## src/sv/b64e_pkg.sv

```systemverilog
// ----------------------------------------------------------------------------
// b64e_pkg
// Shared types, constants and the sextet-to-ASCII mapping of the base64
// stream encoder.
// ----------------------------------------------------------------------------
package b64e_pkg;

  // ASCII code of the '=' padding character
  localparam logic [6:0] PAD_CHAR = 7'h3d;

  // Alphabet segment bases
  localparam logic [6:0] ASCII_UPPER_A = 7'h41;
  localparam logic [6:0] ASCII_LOWER_A = 7'h61;
  localparam logic [6:0] ASCII_DIGIT_0 = 7'h30;
  localparam logic [6:0] ASCII_PLUS    = 7'h2b;
  localparam logic [6:0] ASCII_SLASH   = 7'h2f;

  // Index of the final character in a four-character burst
  localparam logic [1:0] LAST_SLOT = 2'd3;

  // One three-byte group handed from the front to the back
  typedef struct packed {
    logic [23:0] group;       // zero-filled group, first byte in the top bits
    logic [1:0]  data_count;  // plain bytes in the group, 1..3
    logic        eom;         // group closes the message
  } group_entry_t;

  // Map six bits onto the standard alphabet
  function automatic logic [6:0] sextet_to_ascii(input logic [5:0] sextet);
    logic [6:0] code;
    code = {1'b0, sextet};
    if (sextet inside {[6'd0 : 6'd25]}) begin
      return ASCII_UPPER_A + code;
    end else if (sextet inside {[6'd26 : 6'd51]}) begin
      return ASCII_LOWER_A + code - 7'd26;
    end else if (sextet inside {[6'd52 : 6'd61]}) begin
      return ASCII_DIGIT_0 + code - 7'd52;
    end else if (sextet == 6'd62) begin
      return ASCII_PLUS;
    end else begin
      return ASCII_SLASH;
    end
  endfunction

endpackage

```

## src/sv/b64e_stream_if.sv

```systemverilog
// ----------------------------------------------------------------------------
// b64e_stream_if
// Valid/ready channels of the encoder: plain bytes in, ASCII characters out.
// ----------------------------------------------------------------------------
interface b64e_byte_if;
  logic       valid;
  logic       ready;
  logic [7:0] data_byte;
  logic       end_of_message;

  modport source (output valid, output data_byte, output end_of_message, input ready);
  modport sink   (input valid, input data_byte, input end_of_message, output ready);
endinterface

interface b64e_char_if;
  logic       valid;
  logic       ready;
  logic [6:0] ascii_char;
  logic       last_char;

  modport source (output valid, output ascii_char, output last_char, input ready);
  modport sink   (input valid, input ascii_char, input last_char, output ready);
endinterface

```

## src/sv/b64e_front.sv

```systemverilog
// ----------------------------------------------------------------------------
// b64e_front
// Gathers plain bytes into three-byte groups and pushes each closed group
// (full, or partial at end of message) into the group queue.
// ----------------------------------------------------------------------------
module b64e_front
  import b64e_pkg::*;
(
  input  logic               clk,
  input  logic               rst,
  b64e_byte_if.sink          byte_stream,
  input  logic               queue_full,
  output logic               push,
  output group_entry_t       push_entry
);

  logic [15:0] held_bytes;
  logic [1:0]  group_fill;
  logic        accept;
  logic [1:0]  data_count;

  // Take a byte whenever the queue has room
  assign byte_stream.ready = !queue_full;
  assign accept            = byte_stream.valid && byte_stream.ready;

  // Build the zero-filled group from the held bytes and the new byte
  always_comb begin
    case (group_fill)
      2'd0: begin
        push_entry.group = {byte_stream.data_byte, 16'h0000};
        data_count       = 2'd1;
      end
      2'd1: begin
        push_entry.group = {held_bytes[7:0], byte_stream.data_byte, 8'h00};
        data_count       = 2'd2;
      end
      default: begin
        push_entry.group = {held_bytes, byte_stream.data_byte};
        data_count       = 2'd3;
      end
    endcase
    push_entry.data_count = data_count;
    push_entry.eom        = byte_stream.end_of_message;
  end

  // Close the group when it is full or the message ends
  assign push = accept && ((data_count == 2'd3) || byte_stream.end_of_message);

  // Hold or drop the open group
  always_ff @(posedge clk) begin
    if (rst) begin
      held_bytes <= '0;
      group_fill <= '0;
    end else if (accept) begin
      if (push) begin
        held_bytes <= '0;
        group_fill <= '0;
      end else begin
        held_bytes <= (group_fill == 2'd0) ? {8'h00, byte_stream.data_byte}
                                           : {held_bytes[7:0], byte_stream.data_byte};
        group_fill <= data_count;
      end
    end
  end

endmodule

```

## src/sv/b64e_queue.sv

```systemverilog
// ----------------------------------------------------------------------------
// b64e_queue
// Short first-in first-out queue of closed groups between front and back.
// ----------------------------------------------------------------------------
module b64e_queue
  import b64e_pkg::*;
#(
  parameter int DEPTH = 4
) (
  input  logic         clk,
  input  logic         rst,
  input  logic         push,
  input  group_entry_t push_entry,
  output logic         full,
  input  logic         pop,
  output logic         head_valid,
  output group_entry_t head_entry
);

  localparam int PTR_W = (DEPTH > 1) ? $clog2(DEPTH) : 1;
  localparam int CNT_W = $clog2(DEPTH + 1);

  group_entry_t entries [DEPTH];
  logic [PTR_W-1:0] wr_ptr;
  logic [PTR_W-1:0] rd_ptr;
  logic [CNT_W-1:0] count;

  assign full       = (count == CNT_W'(DEPTH));
  assign head_valid = (count != '0);
  assign head_entry = entries[rd_ptr];

  // Store pushed groups
  always_ff @(posedge clk) begin
    if (push) begin
      entries[wr_ptr] <= push_entry;
    end
  end

  // Advance pointers and occupancy
  always_ff @(posedge clk) begin
    if (rst) begin
      wr_ptr <= '0;
      rd_ptr <= '0;
      count  <= '0;
    end else begin
      if (push) begin
        wr_ptr <= (wr_ptr == PTR_W'(DEPTH - 1)) ? '0 : wr_ptr + 1'b1;
      end
      if (pop) begin
        rd_ptr <= (rd_ptr == PTR_W'(DEPTH - 1)) ? '0 : rd_ptr + 1'b1;
      end
      case ({push, pop})
        2'b10:   count <= count + 1'b1;
        2'b01:   count <= count - 1'b1;
        default: count <= count;
      endcase
    end
  end

  // Never overrun or underrun the queue
  a_no_overflow: assert property (@(posedge clk) disable iff (rst)
    push |-> !full || pop)
    else $error("group queue overrun");

  a_no_underflow: assert property (@(posedge clk) disable iff (rst)
    pop |-> head_valid)
    else $error("group queue underrun");

  a_count_bound: assert property (@(posedge clk) disable iff (rst)
    count <= CNT_W'(DEPTH))
    else $error("group queue occupancy out of range");

endmodule

```

## src/sv/b64e_back.sv

```systemverilog
// ----------------------------------------------------------------------------
// b64e_back
// Expands each queued group into four characters, one per transfer, with
// '=' padding for partial groups and the last flag on the final character.
// ----------------------------------------------------------------------------
module b64e_back
  import b64e_pkg::*;
(
  input  logic         clk,
  input  logic         rst,
  input  logic         head_valid,
  input  group_entry_t head_entry,
  output logic         pop,
  b64e_char_if.source  char_stream
);

  group_entry_t cur;
  logic         active;
  logic [1:0]   slot;
  logic         out_valid;
  logic [6:0]   out_char;
  logic         out_last;

  logic         advance;
  logic         burst_done;
  logic [5:0]   sextet;
  logic [6:0]   char_next;

  // Produce a character whenever the output register is free or drains
  assign advance    = active && (!out_valid || char_stream.ready);
  assign burst_done = advance && (slot == LAST_SLOT);
  assign pop        = head_valid && (!active || burst_done);

  // Select the sextet of the current slot, most significant first
  always_comb begin
    case (slot)
      2'd0:    sextet = cur.group[23:18];
      2'd1:    sextet = cur.group[17:12];
      2'd2:    sextet = cur.group[11:6];
      default: sextet = cur.group[5:0];
    endcase
    char_next = (slot <= cur.data_count) ? sextet_to_ascii(sextet) : PAD_CHAR;
  end

  // Load the next group and step through its slots
  always_ff @(posedge clk) begin
    if (rst) begin
      active <= 1'b0;
      slot   <= '0;
    end else begin
      if (pop) begin
        active <= 1'b1;
        slot   <= '0;
      end else if (burst_done) begin
        active <= 1'b0;
        slot   <= '0;
      end else if (advance) begin
        slot <= slot + 1'b1;
      end
    end
  end

  always_ff @(posedge clk) begin
    if (pop) begin
      cur <= head_entry;
    end
  end

  // Output register
  always_ff @(posedge clk) begin
    if (rst) begin
      out_valid <= 1'b0;
    end else if (advance) begin
      out_valid <= 1'b1;
    end else if (char_stream.ready) begin
      out_valid <= 1'b0;
    end
  end

  always_ff @(posedge clk) begin
    if (advance) begin
      out_char <= char_next;
      out_last <= cur.eom && (slot == LAST_SLOT);
    end
  end

  assign char_stream.valid      = out_valid;
  assign char_stream.ascii_char = out_char;
  assign char_stream.last_char  = out_last;

  // A loaded group always starts at its first slot
  a_load_slot0: assert property (@(posedge clk) disable iff (rst)
    pop |=> active && (slot == 2'd0))
    else $error("group loaded at a nonzero slot");

  // Padding only after the data characters of a partial group
  a_pad_only_partial: assert property (@(posedge clk) disable iff (rst)
    (advance && (cur.data_count == 2'd3)) |-> (char_next != PAD_CHAR))
    else $error("padding emitted for a full group");

endmodule

```

## src/sv/base64_stream_encoder.sv

```systemverilog
// ----------------------------------------------------------------------------
// base64_stream_encoder
// Base64 encoder, standard alphabet: plain bytes in, ASCII characters out.
//
//   channel      role   payload                        end of message
//   byte_stream  in     data_byte[7:0]                 end_of_message
//   char_stream  out    ascii_char[6:0]                last_char
//
// The front accepts one byte per cycle while the group queue has room; a
// byte that closes a group is pushed into the queue in the cycle it is taken.
// The back emits one character per cycle while the output is ready, four per
// group, so the output port paces a steady stream: four characters per three
// input bytes. Each group passes the queue, cur and the output register.
// Reset (rst, synchronous) empties the open group, the queue and the output.
// Either side may stall; the queue of QUEUE_DEPTH groups decouples them.
// ----------------------------------------------------------------------------
module base64_stream_encoder
  import b64e_pkg::*;
#(
  parameter int QUEUE_DEPTH = 4
) (
  input  logic        clk,
  input  logic        rst,
  b64e_byte_if.sink   byte_stream,
  b64e_char_if.source char_stream
);

  logic         queue_full;
  logic         push;
  group_entry_t push_entry;
  logic         pop;
  logic         head_valid;
  group_entry_t head_entry;

  b64e_front u_front (
    .clk        (clk),
    .rst        (rst),
    .byte_stream(byte_stream),
    .queue_full (queue_full),
    .push       (push),
    .push_entry (push_entry)
  );

  b64e_queue #(
    .DEPTH(QUEUE_DEPTH)
  ) u_queue (
    .clk       (clk),
    .rst       (rst),
    .push      (push),
    .push_entry(push_entry),
    .full      (queue_full),
    .pop       (pop),
    .head_valid(head_valid),
    .head_entry(head_entry)
  );

  b64e_back u_back (
    .clk        (clk),
    .rst        (rst),
    .head_valid (head_valid),
    .head_entry (head_entry),
    .pop        (pop),
    .char_stream(char_stream)
  );

endmodule

```

## src/flat_wrapper.sv

```systemverilog
// flat-port wrapper written by rule: the top's interface ports become plain ports
module base64_stream_encoder_flat import b64e_pkg::*;
#(
  parameter int QUEUE_DEPTH = 4
)
  (clk, rst, byte_stream_valid, byte_stream_data_byte, byte_stream_end_of_message, byte_stream_ready, char_stream_valid, char_stream_ascii_char, char_stream_last_char, char_stream_ready);
  b64e_byte_if byte_stream_i ();
  b64e_char_if char_stream_i ();
  input  logic clk;
  input  logic rst;
  input wire logic [$bits(byte_stream_i.valid)-1:0] byte_stream_valid;
  input wire logic [$bits(byte_stream_i.data_byte)-1:0] byte_stream_data_byte;
  input wire logic [$bits(byte_stream_i.end_of_message)-1:0] byte_stream_end_of_message;
  output wire logic [$bits(byte_stream_i.ready)-1:0] byte_stream_ready;
  output wire logic [$bits(char_stream_i.valid)-1:0] char_stream_valid;
  output wire logic [$bits(char_stream_i.ascii_char)-1:0] char_stream_ascii_char;
  output wire logic [$bits(char_stream_i.last_char)-1:0] char_stream_last_char;
  input wire logic [$bits(char_stream_i.ready)-1:0] char_stream_ready;
  assign byte_stream_i.valid = byte_stream_valid;
  assign byte_stream_i.data_byte = byte_stream_data_byte;
  assign byte_stream_i.end_of_message = byte_stream_end_of_message;
  assign byte_stream_ready = byte_stream_i.ready;
  assign char_stream_valid = char_stream_i.valid;
  assign char_stream_ascii_char = char_stream_i.ascii_char;
  assign char_stream_last_char = char_stream_i.last_char;
  assign char_stream_i.ready = char_stream_ready;
  base64_stream_encoder #(.QUEUE_DEPTH(QUEUE_DEPTH)) u_core (.clk(clk), .rst(rst), .byte_stream(byte_stream_i), .char_stream(char_stream_i));
endmodule
```

## config.mk

```make
export PLATFORM = sky130hd
export DESIGN_NAME = base64_stream_encoder_flat
export DESIGN_NICKNAME = d
export VERILOG_FILES = /design/src/sv/b64e_pkg.sv /design/src/sv/b64e_stream_if.sv /design/src/sv/b64e_front.sv /design/src/sv/b64e_queue.sv /design/src/sv/b64e_back.sv /design/src/sv/base64_stream_encoder.sv /design/src/flat_wrapper.sv
export SDC_FILE = /design/constraint.sdc
export NUM_CORES = 1
export LEC_CHECK = 0
export BUFFER_PORTS_ARGS = -buffer_cell sky130_fd_sc_hd__buf_4
export CAP_MARGIN = 20
export CORE_MARGIN = 3
export CORE_UTILIZATION = 55
export CTS_CLUSTER_DIAMETER = 200
export CTS_CLUSTER_SIZE = 12
export DETAILED_ROUTE_END_ITERATION = 7
export PLACE_DENSITY_LB_ADDON = 0.3
export SYNTH_ARGS = -nofsm -noshare
export SYNTH_HDL_FRONTEND = slang
export SYNTH_SLANG_ARGS = --single-unit
```

## constraint.sdc

```tcl
create_clock -name clk -period 6 [get_ports clk]
set_input_delay 1.8 -clock clk [delete_from_list [all_inputs] [get_ports clk]]
set_output_delay 1.8 -clock clk [all_outputs]
set_load 0.01 [all_outputs]
```

# ---- Yosys cells after proc, flatten, opt, wreduce, memory -nomap -nowiden
# Memories as Yosys holds them, arrays and structs flattened. A register that Yosys moved wholly into a read port is not among the register bits.
# Index checks and enable logic that the tools add are counted.
# Widths: inputs -> output; s select.
dict set report totals {
  reg_bits 37
  elab_cells 80
  mem_bits_rw 108
  memories 1
}
# memory depth width read_ports rd_clocked_by_memory_dff write_ports line_no
set memory_table {}
lappend memory_table {u_core.u_queue.entries 4 27 1 1 1 b64e_queue.sv:23} ;# group_entry_t entries [DEPTH];
dict set report classes {
  magnitude_cmp 7
  add_sub_neg 10
  n_reduce_logical 22
  eq_ne 11
  mux 19
}
# op count
set op_table {}
lappend op_table {{$pmux 24 s2} 1}
lappend op_table {{$mux 16} 2}
lappend op_table {{$mux 7} 3}
lappend op_table {{$pmux 6 s3} 1}
lappend op_table {{$add 7x6->7 const A} 2}
lappend op_table {{$eq 2x2->1 const B} 6}
lappend op_table {{$le 6x6->1 const B} 2}
lappend op_table {{$logic_and 1x1->1} 9}
lappend op_table {{$add 6x6->7 const A} 1}
lappend op_table {{$sub 7x5->7 const B} 1}
lappend op_table {{$sub 7x6->7 const B} 1}
lappend op_table {{$add 2x1->2 const B} 3}
lappend op_table {{$eq 2x1->1 const B} 3}
lappend op_table {{$eq 6x6->1 const B} 1}
lappend op_table {{$ge 6x1->1 const B} 1}
lappend op_table {{$ge 6x5->1 const B} 1}
lappend op_table {{$ge 6x6->1 const B} 1}
lappend op_table {{$le 6x5->1 const B} 1}
lappend op_table {{$mux 1} 6}
lappend op_table {{$mux 2} 3}
lappend op_table {{$pmux 3 s2} 1}
lappend op_table {{$reduce_bool 2->1} 3}
lappend op_table {{$logic_not 2->1} 2}
lappend op_table {{$pmux 2 s2} 1}
lappend op_table {{9 further kinds} 13}

# ---- Depth between registers and ports, before layout
dict set report logic_depth {
  word_depth 8
  ltp_mapped 14
  depth_no_buf 12
}

# ---- Modules after synthesis
# From an unflattened synthesis, not the netlist that was laid out.
dict set report hier_totals {
  hier_cells 447
  hier_area_um2 7323.3
}
# module cells_per_inst area_per_inst_um2 seq_area_each_um2 n_inst
set by_module_without_submodules {}
lappend by_module_without_submodules {b64e_queue 189 4393.0 3423.3 1}
lappend by_module_without_submodules {b64e_back 162 2008.2 1131.1 1}
lappend by_module_without_submodules {b64e_front 96 922.1 360.3 1}

# ---- Worst setup path after synthesis
# Ideal clock, no wire load.
dict set report synth_path {
  kind {in2reg}
  start {input char_stream_ready}
  end {register u_core.u_queue.count[2]}
  t_required_ps 5930
  t_arrival_ps 4739
  path_stages 9
  n_path_buf 0
  setup_slack_ps 1191
  cell_sequence {nand2b_1 > a21oi_1 > nor2_1 > ha_1 > inv_1 > fa_1 > xor2_1 > or3_1 > a21oi_1}
}
dict set report synth_via {
  elab_chain_len 7
  elab_cells_between_ends 9
  cone_classes {2 x eq/ne; 1 x mux; 6 x reduce/logical}
}
# element line_no
set synth_rtl {}
lappend synth_rtl {{start: declaration} flat_wrapper.sv:18} ;# input wire logic [$bits(char_stream_i.ready)-1:0] char_stream_ready;
lappend synth_rtl {{$logic_or 1x1->1 *} b64e_back.sv:30} ;# assign advance = active && (!out_valid || char_stream.ready);
lappend synth_rtl {{$logic_and 1x1->1 *} b64e_back.sv:30}
lappend synth_rtl {{$logic_and 1x1->1 *} b64e_back.sv:31} ;# assign burst_done = advance && (slot == LAST_SLOT);
lappend synth_rtl {{$logic_or 1x1->1 *} b64e_back.sv:32} ;# assign pop = head_valid && (!active || burst_done);
lappend synth_rtl {{$logic_and 1x1->1 *} b64e_back.sv:32}
lappend synth_rtl {{named net u_core.pop} base64_stream_encoder.sv:31} ;# logic pop;
lappend synth_rtl {{$eq 2x1->1 or $eq 2x2->1 (tied branches)} b64e_queue.sv:52} ;# case ({push, pop})
lappend synth_rtl {{$pmux 3 s2 or $reduce_bool 2->1 (tied branches)} -}
lappend synth_rtl {{end signal: assignment} b64e_queue.sv:53} ;# 2'b10: count <= count + 1'b1;
lappend synth_rtl {{end signal: assignment} b64e_queue.sv:54} ;# 2'b01: count <= count - 1'b1;
lappend synth_rtl {{end signal: assignment} b64e_queue.sv:55} ;# default: count <= count;
lappend synth_rtl {{end: declaration} b64e_queue.sv:26} ;# logic [CNT_W-1:0] count;
# Mark *: on every way through the listed nets, which the timed path passes. The rest lies on a longest branch.
# A chain may end at the register's enable or synchronous reset.

# ---- Worst setup path after layout
dict set report layout_path {
  start {input byte_stream_end_of_message}
  end {register u_core.u_queue.count[2]}
}
dict set report layout_via {
  elab_chain_len 4
  elab_cells_between_ends 6
  cone_classes {2 x eq/ne; 1 x mux; 3 x reduce/logical}
}
# element line_no
set layout_rtl {}
lappend layout_rtl {{start: declaration} flat_wrapper.sv:13} ;# input wire logic [$bits(byte_stream_i.end_of_message)-1:0] byte_stream_end_of_message;
lappend layout_rtl {{$logic_or 1x1->1 *} b64e_front.sv:47} ;# assign push = accept && ((data_count == 2'd3) || byte_stream.end_of_message);
lappend layout_rtl {{$logic_and 1x1->1 *} b64e_front.sv:47}
lappend layout_rtl {{$eq 2x1->1 or $eq 2x2->1 (tied branches)} b64e_queue.sv:52}
lappend layout_rtl {{$pmux 3 s2 or $reduce_bool 2->1 (tied branches)} -}
# Mark *: on every way between the ends. The rest lies on a longest branch, timed or not.

==> results.cfg <==
[layout]
layout.cells.non_filler = 697
final_cell_mix = edfxtp_1, nand2_1, a21oi_1, buf_4, dfxtp_1
fillers = 912
drive_above_1_share_pct = 19.43
layout_commonest_cell = edfxtp_1
diodes = 0
nNetsFinal = 544
areaGrowthSynthToFinish_pct = 12.25

[sta]
max-slew-margin-rel_pct = 43.01
setup_viol = 0
min_period_ns = 3.634
hold_viol_final = 0
fin_skew_ns = 0.006660
finalCritPeriodShare_pct = 60.57
hold_slack_ns = 0.4545
fmax_mhz = 275.2
setup_tns_ns = 0
worstMarginPinSlew_ns = 0.8548
slew_violations = 0
rsz0062_at_grt = no

[place]
numPortBuffers = 22
placed_cells = 664
place_congestion = 0.8784
hpwl_microns = 8429

[outcome]
status = completed

[routing]
ant_nets = 0
vias = 4097
totalWireLength_microns = 12770
via_per_inst = 5.878
route.detailed.drc = 0
routedWlPerCell_microns = 18.33
dr.pass1.iters = 6
drt_iter0_markers = 305

[worst_hold_path]
min-delay-start = u_core.u_front.held_bytes[13]
min_path_cells = 2
holdCritPathClass = register to register

[yosys]
ys_seq_elements = 172
syn_area_sq_um = 7262
netlist-cell-type-count = 54
yosys_warnings = 0
yosysSeqAreaShare_pct = 67.13
postSynth.asyncResetShare_pct = 0
synth-edff-count = 143
synth_ff_type = edfxtp_1
synth_cells = 488
syn_avg_cell_area_sq_um = 14.88
syn-num-nets = 520

[clocking]
cts_buffers = 17
cts.repair.resized = 0
holdBufCountCts = 0
tritoncts = yes
path_clk_slew_ns = 0.06
clock_path_buffers = 2
cts_sinks = 172
cts_setup_buffers = 0
clock_latency_ns = 0.42
htreeDepth = 4
clockRootBuffer = clkbuf_16

[global_route]
antenna_found_initial = 0
grt_usage_pct = 18.99
grt_max_degree = 36
overflow = 0
grt_pass1_vias = 3992
grt_pass1_wl_microns = 20960

[critical_path]
path_cells = buf_4 -> nor2_1 -> nor2_1 -> inv_2 -> ha_1 -> inv_1 -> fa_1 -> xor2_1 -> or3_1 -> a21oi_1
cp-end-kind = register
crit_top_cell = nor2_1
critPathLaunchType = input pin
ff2ff_path_depth = 11
crit_fanout = 10
worstPathArrival_ns = 3.98
cp.required_ns = 6.35
crit_slowest_cell = nor2_1
slowest_delay_ns = 0.47
crit_start = byte_stream_end_of_message
timing.rr.start = u_core.u_back.slot[0]
crit_type = input pin to register

[floorplanning]
initial_core_util_pct = 56.85
core_area_sq_um = 12770
die_area_sq_um = 14620
die-height_microns = 120.9
num_rows = 41
fp.dieW_microns = 120.9
io_pins = 23

[power_and_ir_drop]
intPower_w = 0.002581
ir_worst_vdd_uv = 273.5
cellLeakagePower_nw = 2.755
p_seq_share_pct = 42.8
fin_total_pwr_w = 0.003809
switchingPower_w = 0.001228
clkPwrFrac_pct = 25.7
p_per_area_nw_per_um2 = 467.2
p_sw_share_pct = 32.23
p_comb_share_pct = 31.5

[job]
max_cap_viol_count = 0
-- sequential cells by signal, indices dropped and copies added, names as in the netlist --
name                                  flops
u_core.u_back.char_stream.ascii_char      7
u_core.u_queue.entries                  108
u_core.u_back.slot                        2
u_core.u_back.active                      1
u_core.u_front.group_fill                 2
u_core.u_queue.count                      3
u_core.u_front.held_bytes                16
u_core.u_back.cur                        27
u_core.u_queue.wr_ptr                     2
u_core.u_queue.rd_ptr                     2
u_core.u_back.char_stream.valid           1
u_core.u_back.char_stream.last_char       1
-- critical path, delay by kind of cell --
kind	cells	cell delay, ns
AND/OR/NAND/NOR	3	1.00
AO/OA/AOI/OAI	1	0.15
XOR/XNOR	1	0.15
buffers and inverters	3	0.33
adder cells (fa/ha/maj)	2	0.55
-- synth_stat cells, types with 3 or more instances --
master / instances / area (sq um)
mux4_2: 27 / 608.1
a21oi_1: 33 / 165.2
nor3_1: 9 / 45.04
nand3_1: 18 / 90.09
nand2_1: 35 / 131.4
mux2_2: 3 / 33.78
and2_1: 15 / 93.84
a222oi_1: 6 / 60.06
dfxtp_1: 29 / 580.6
mux2i_1: 13 / 130.1
o21ai_0: 12 / 60.06
a31oi_1: 4 / 25.02
edfxtp_1: 143 / 4294
or3_1: 4 / 25.02
inv_1: 18 / 67.56
clkbuf_1: 18 / 67.56
buf_1: 3 / 11.26
ha_1: 18 / 225.2
nand2b_1: 3 / 18.77
nor2_1: 21 / 78.83
nor2b_1: 5 / 31.28
a22o_1: 8 / 70.07
-- stage by stage --
step / util [%] / instance area (sq um) / worst slack [ns]
2_1_floorplan: - / 7262 / 1.191
3_3_place_gp: 59.40 / 7587 / 2.039
3_5_place_dp: 59.40 / 7587 / 1.950
4_1_cts: 63.66 / 8132 / 2.375
5_1_grt: 63.82 / 8152 / 2.081
6_report: 63.82 / 8152 / 2.366
-- cell type report --
class                      count  area, sq um  area share [%]
sequential                   172         4876           59.82
multi-input combinational    271         2203           27.03
clock buffer                  17        425.4           5.219
timing repair buffer          30        237.7           2.916
tap                          172        215.2           2.640
clock inverter                15        118.9           1.458
inverter                      20        75.07          0.9210
-- power by group through the flow --
stage	logic, W	clock network (W)	registers (W)
floorplan	0.000911	0	0.00164
global placement	0.00110	0	0.00170
detailed placement	0.00113	0	0.00170
CTS	0.00114	0.00100	0.00168
global route	0.00133	0.00106	0.00165
finish	0.00120	0.000979	0.00163
-- cells by family after synthesis --
| logic type | share of synthesized area (%) |
|---|---|
| AO/OA/AOI/OAI | 7.667 |
| XOR/XNOR | 0.3619 |
| adder cells (fa/ha/maj) | 3.515 |
| buffers and inverters | 2.567 |
| flip-flops | 67.13 |
| multiplexers | 10.63 |
| AND/OR/NAND/NOR | 8.133 |
-- final timing paths --
check	end	slack [ns]
max	u_core.u_queue.count[2]	2.37
min reg2reg	u_core.u_front.held_bytes[13]	0.45
min	u_core.u_front.held_bytes[13]	0.45
max reg2reg	u_core.u_back.char_stream.ascii_char[3]	2.39
-- layer usage --
layer	vias up	routed length, microns	track usage, %	share of wire (%)
met5	-	0	0	0
met4	0	251	7.720	2.0
met3	26	506	3.636	4.0
met2	111	6258	30.57	49
met1	2034	5758	25.75	45
li1	1926	-	-	-
Note: power is estimated with default switching activity, not from simulation.
